$ cat config.mk
export PLATFORM = sky130hd
export DESIGN_NAME = chkv_ctrl
export DESIGN_NICKNAME = d
export VERILOG_FILES = /design/src/chkv_pkg.sv /design/src/chkv_ctrl.sv
export SDC_FILE = /design/constraint.sdc
export NUM_CORES = 1
export LEC_CHECK = 0
export BUFFER_PORTS_ARGS = -buffer_cell sky130_fd_sc_hd__clkbuf_2
export CAP_MARGIN = 20
export CORE_MARGIN = 1
export CORE_UTILIZATION = 46
export CTS_CLUSTER_SIZE = 10
export DETAILED_ROUTE_END_ITERATION = 6
export GPL_TIMING_DRIVEN = 0
export PLACE_DENSITY = 0.76
export SYNTH_ARGS = -nofsm -noshare
export SYNTH_HDL_FRONTEND = slang
export SYNTH_SLANG_ARGS = --single-unit
$ cat constraint.sdc
create_clock -name clk -period 1.7 [get_ports clk]
set_input_delay 0.085 -clock clk [delete_from_list [all_inputs] [get_ports clk]]
set_output_delay 0.085 -clock clk [all_outputs]
set_load 0.005 [all_outputs]
$ cat src/chkv_pkg.sv
// Shared types and constants for the chained hash key-value table.
// Holds field widths, opcode and status codes, and the controller/datapath structs.
// No dependencies.
package chkv_pkg;

  localparam int KEY_W  = 31;
  localparam int ITEM_W = 32;
  localparam int OP_W   = 2;
  localparam int ST_W   = 2;
  localparam int CFG_W  = 7;
  localparam int BIT_W  = $clog2(KEY_W);

  localparam logic [OP_W-1:0] OP_ADD    = 2'd0;
  localparam logic [OP_W-1:0] OP_REMOVE = 2'd1;
  localparam logic [OP_W-1:0] OP_LOOKUP = 2'd2;

  localparam logic [ST_W-1:0] ST_OK   = 2'd0;
  localparam logic [ST_W-1:0] ST_FULL = 2'd1;
  localparam logic [ST_W-1:0] ST_MISS = 2'd2;

  typedef enum logic [2:0] {
    WR_NONE,
    WR_CLEAR,
    WR_ADD,
    WR_COPY,
    WR_INVAL
  } wr_kind_t;

  typedef enum logic [1:0] {
    RES_OK,
    RES_FULL,
    RES_MISS,
    RES_HIT
  } res_kind_t;

  typedef struct packed {
    logic              valid;
    logic [KEY_W-1:0]  key;
    logic [ITEM_W-1:0] item;
  } slot_t;

  typedef struct packed {
    logic      load;
    logic      clr_step;
    logic      div_step;
    logic      slot_inc;
    logic      addr_next;
    wr_kind_t  wr;
    logic      set_res;
    res_kind_t res;
    logic      load_out;
  } dp_cmd_t;

  typedef struct packed {
    logic            clr_last;
    logic            div_last;
    logic            hit;
    logic            empty;
    logic            slot_last;
    logic            slot_pen;
    logic            out_free;
    logic [OP_W-1:0] op;
  } dp_stat_t;

endpackage

$ cat src/chkv_ctrl.sv
// Controller of the chained hash key-value table: sequences clearing, modulo,
// bucket scan, remove shift and result handoff. Depends on chkv_pkg.
module chkv_ctrl (
  input  logic               clk,
  input  logic               rst_n,
  input  logic               in_valid,
  output logic               in_ready,
  input  chkv_pkg::dp_stat_t stat,
  output chkv_pkg::dp_cmd_t  cmd
);
  import chkv_pkg::*;

  typedef enum logic [3:0] {
    S_CLEAR,
    S_IDLE,
    S_DIV,
    S_SCAN_RD,
    S_SCAN_CHK,
    S_SHIFT_RD,
    S_SHIFT_WR,
    S_TAIL,
    S_DONE
  } state_t;

  state_t state_r;
  state_t state_nxt;

  always_comb begin
    cmd       = '0;
    in_ready  = 1'b0;
    state_nxt = state_r;
    case (state_r)
      S_CLEAR: begin
        cmd.wr       = WR_CLEAR;
        cmd.clr_step = 1'b1;
        if (stat.clr_last) begin
          state_nxt = S_IDLE;
        end
      end
      S_IDLE: begin
        in_ready = 1'b1;
        if (in_valid) begin
          cmd.load  = 1'b1;
          state_nxt = S_DIV;
        end
      end
      S_DIV: begin
        cmd.div_step = 1'b1;
        if (stat.div_last) begin
          state_nxt = S_SCAN_RD;
        end
      end
      S_SCAN_RD: state_nxt = S_SCAN_CHK;
      S_SCAN_CHK: begin
        case (stat.op)
          OP_ADD: begin
            if (stat.empty) begin
              cmd.wr      = WR_ADD;
              cmd.set_res = 1'b1;
              cmd.res     = RES_OK;
              state_nxt   = S_DONE;
            end else if (stat.slot_last) begin
              cmd.set_res = 1'b1;
              cmd.res     = RES_FULL;
              state_nxt   = S_DONE;
            end else begin
              cmd.slot_inc = 1'b1;
              state_nxt    = S_SCAN_RD;
            end
          end
          OP_REMOVE: begin
            if (stat.hit) begin
              state_nxt = stat.slot_last ? S_TAIL : S_SHIFT_RD;
            end else if (stat.slot_last) begin
              cmd.set_res = 1'b1;
              cmd.res     = RES_MISS;
              state_nxt   = S_DONE;
            end else begin
              cmd.slot_inc = 1'b1;
              state_nxt    = S_SCAN_RD;
            end
          end
          OP_LOOKUP: begin
            if (stat.hit) begin
              cmd.set_res = 1'b1;
              cmd.res     = RES_HIT;
              state_nxt   = S_DONE;
            end else if (stat.slot_last) begin
              cmd.set_res = 1'b1;
              cmd.res     = RES_MISS;
              state_nxt   = S_DONE;
            end else begin
              cmd.slot_inc = 1'b1;
              state_nxt    = S_SCAN_RD;
            end
          end
          default: begin
            cmd.set_res = 1'b1;
            cmd.res     = RES_OK;
            state_nxt   = S_DONE;
          end
        endcase
      end
      // Pull the younger neighbor down one slot to close the gap.
      S_SHIFT_RD: begin
        cmd.addr_next = 1'b1;
        state_nxt     = S_SHIFT_WR;
      end
      S_SHIFT_WR: begin
        cmd.wr       = WR_COPY;
        cmd.slot_inc = 1'b1;
        state_nxt    = stat.slot_pen ? S_TAIL : S_SHIFT_RD;
      end
      S_TAIL: begin
        cmd.wr      = WR_INVAL;
        cmd.set_res = 1'b1;
        cmd.res     = RES_OK;
        state_nxt   = S_DONE;
      end
      S_DONE: begin
        // Hold until the output register can take the word.
        if (stat.out_free) begin
          cmd.load_out = 1'b1;
          state_nxt    = S_IDLE;
        end
      end
      default: state_nxt = S_IDLE;
    endcase
  end

  always_ff @(posedge clk) begin
    if (!rst_n) begin
      state_r <= S_CLEAR;
    end else begin
      state_r <= state_nxt;
    end
  end

  a_clear_once: assert property (@(posedge clk) disable iff (!rst_n)
    (state_r != S_CLEAR) |=> (state_r != S_CLEAR))
    else $error("clearing pass re-entered outside reset");

  a_add_empty: assert property (@(posedge clk) disable iff (!rst_n)
    (cmd.wr == WR_ADD) |-> (stat.empty && stat.op == OP_ADD))
    else $error("add wrote over an occupied slot");

  a_hit_match: assert property (@(posedge clk) disable iff (!rst_n)
    (cmd.set_res && cmd.res == RES_HIT) |-> stat.hit)
    else $error("lookup reported a hit without a key match");

  a_load_free: assert property (@(posedge clk) disable iff (!rst_n)
    cmd.load_out |-> stat.out_free)
    else $error("result loaded over an unaccepted word");

  a_accept_idle: assert property (@(posedge clk) disable iff (!rst_n)
    cmd.load |=> (state_r == S_DIV))
    else $error("accepted word did not start the modulo");

endmodule

==> run summary <==
The flow ran to the end, and the final reports show no timing, DRC or antenna violations. The number of nets handed over by synthesis was 102. Clock skew on the completed layout was measured at 0.000335 ns. The final layout net count is 132, and the number of iterations in the first detailed-routing pass is 4.

TritonCTS built the clock tree. The clock drives 4 sinks. In this run the worst path has a maximum fanout of 6. Post-place instance area: 747 um^2. The analysis attributes to cell leakage a power of 0.379 nW. The power density over the cells works out to 495 mW/mm^2. The total setup violations reported at the end of the flow was 0. Setup repair after global routing left no endpoint under its margin. Register bit count reported by yosys: 4. In the final layout, the registers with the most flip-flops are state_r (4).

The worst-case vdd ir drop was 0.000445 V; the worst-case register-to-register setup slack was 0.09 ns. The portion of the clock cycle consumed by the worst path in the final layout came out at 0.953. met2 is the most crowded layer.

The root buffer cell chosen for the clock tree is clkbuf_4. The worst endpoint required time came out at 1.62 ns. Most frequently used flop master after synthesis: dfxtp_1. The tools report the number of remaining DRC errors as 0. The fraction of met2 tracks used by global routing is 0.381. The fraction of met3 tracks used by global routing is 0. Counting the buffers created by CTS gives 3. For this design the total switching power over the nets is 0.133 mW. Traced cell by cell, the critical path runs through buf_6 -> nand2b_4 -> or4_4 -> o22ai_2 -> buf_2.

The logs give 0.00147 mm^2 for the area enclosed by the die boundary and 617 MHz for the fmax. The initial antenna violation count is 0. The highest cell delay on the worst timing path came out at 0.47 ns. Via count of the first global-routing pass: 579.

In the final layout, the multi-input gates occupy 478 um^2. For the count of maximum capacitance violations, the log shows 0. The number of buffers and inverters on the critical path is 2. For the worst-skew pair, the clock arrives at the later sink with an insertion delay of 0.24 ns.

The headroom to the max-slew limit was 0.681; the first-pass GRT wire length was 2530 um. The I/O pin total came out at 25. The tightest min-delay check is of the in2reg type. The sequential area share after synthesis is 0.131.

The switching share of power came out at 0.337. state_r holds more flip-flops than any other register. For the hold violation total from the final report, the log shows 0. The first-iteration detailed-routing DRC count is 20, and the area of all placed cells without fillers is 797 um^2. The run gives 0.681 as the utilization after layout. The total overflow left after global routing is 0. After clock tree synthesis, the clock-pin slew on the worst setup and hold paths is 0.04 ns.

For the area of the placeable core, the log shows 0.00117 mm^2. Fraction of power consumed by combinational cells: 0.440. The flip-flop count of the largest register after layout is 4, and the fraction of final layout cells with drive strength greater than 1 is 0.333. The area growth from synthesis to layout is 30.8%. The congestion estimate from routability-driven global placement came to 0.895. During synthesis, Yosys emitted a total of 0 warnings. In the layout the commonest cells are clkbuf_2 (24), inv_1 (8), nor3_1 (7), ha_1 (7), a21oi_1 (6).

For the pin with the worst max-slew slack, the measured transition is 0.467 ns. The post-detailed-routing wire length is 1550 um, and the via count is 703. The run gives 0.261 as the fraction of power consumed by sequential logic.

For the final routed database, the setup TNS stands at 0 ns. The effective utilization at floorplan came out at 0.520. STA classifies the critical path startpoint as a register.

In this run the remaining antenna-violating nets after routing total 0. The number of enable flip-flop cells after synthesis was 0. The standard cell with the maximum stage delay on the critical path was or4_4.

STA puts the critical path data arrival time at 1.54 ns. Leaving out fill and tap cells, the most frequent cell in the layout is clkbuf_2. The worst-case clock buffer depth is 2, and the mean routed wirelength per cell is 12.4 um. The met1 demand-to-capacity share in global routing is 0.353. The number of instances in the synthesized netlist is 83. In this run the tool buffered the top-level ports with 24 buffer cells.

The type of destination of the critical path was a primary output. In this run the horizontal extent of the chip is 38.4 um. Fill cells in the final layout number 110.

The kind of cell with the highest combined delay along the critical path is simple AND/OR/NAND/NOR gates. Dividing the detail-routed via count by the number of cells gives 5.62. The async set-reset flop share out of synthesis works out to 0. The logs give 11 for the pin count of the biggest net entering global routing and 0 for the count of inserted antenna diode cells.

Clock network power share: 0.300. For the H-tree depth, the log shows 1. Summing all flip-flop and latch instances after layout gives 80.1 um^2.

Placed wire-length estimate: 1190 um. For the finished layout, the period the worst path requires is 1.62 ns. The critical path class is reg2out.

The netlist uses 36 different library cells. Power comes to 0.394 mW. The vertical die dimension was 38.4 um.

The total standard cell area after synthesis was 609 um^2; the per-instance average area after synthesis was 7.34 um^2. The cell row count was 12. The final max-slew violation count is 0, and the overall track demand over capacity in global routing is 0.245. The run gives 0.261 mW as the cell-internal power.
[power by group through the flow]
stage / Clock, mW / Combinational [mW] / Sequential, mW
floorplan: 0 / 0.108 / 0.104
global placement: 0 / 0.158 / 0.104
detailed placement: 0 / 0.161 / 0.104
CTS: 0.128 / 0.170 / 0.103
global route: 0.126 / 0.194 / 0.103
finish: 0.118 / 0.173 / 0.103
[routing by layer]
layer | vias to the layer above | share of wire
met1 | 315 | 0.47
met2 | 26 | 0.47
met5 | - | 0
li1 | 360 | -
met3 | 2 | 0.045
met4 | 0 | 0.012
[synthesized netlist by cell type (2+ instances only)]
master | count | area [um^2]
inv_1 | 8 | 30.0
nor2b_1 | 4 | 25.0
clkbuf_1 | 3 | 11.3
o21a_1 | 2 | 15.0
nor2_1 | 5 | 18.8
nor3_1 | 7 | 35.0
nand2_1 | 3 | 11.3
dfxtp_1 | 4 | 80.1
a221oi_1 | 2 | 17.5
ha_1 | 7 | 87.6
a21oi_1 | 6 | 30.0
nand2b_1 | 4 | 25.0
o22ai_1 | 2 | 12.5
nor4_1 | 2 | 12.5
buf_2 | 3 | 15.0
[metrics by stage]
stage	cells	worst slack [ns]	hold slack, ns
after floorplan	83	0.228	0.203
after global placement	121	0.0915	0.355
after detailed placement	121	0.122	0.359
after CTS	126	0.0148	0.103
after global routing	125	0.00184	0.125
final	125	0.0794	0.120
[final cells by class]
class	count	area share
clock buffers	3	0.0283
plain buffers	6	0.0424
flip-flops and latches	4	0.100
repair buffers	26	0.170
multi-input cells	64	0.600
inverters	8	0.0377
well taps	14	0.0220
[cells by family after synthesis]
logic type      count (synthesis)  share of synthesized area
buf+inv                        15                      0.111
flops                           4                      0.131
mux                             1                     0.0164
simple gates                   34                      0.339
compound gates                 21                      0.244
xor+xnor                        1                     0.0144
fa+ha+maj                       7                      0.144
[final timing paths]
check                                   to  startpoint  cells past startpoint
worst max-delay path                cmd[8]  state_r[0]                      5
worst min-delay path            state_r[3]       rst_n                      2
worst max register to register  state_r[0]  state_r[0]                      6
worst min register to register  state_r[0]  state_r[3]                      2
[timing repair]
item | in CTS | in global routing
setup endpoints to repair | 1 | 7
setup buffers | 2 | 0
cloned | 0 | 0
gates resized for setup | 4 | 4
hold buffers | 0 | 0
pin swaps | 0 | 2
Note: power is estimated with default switching activity, not from simulation.
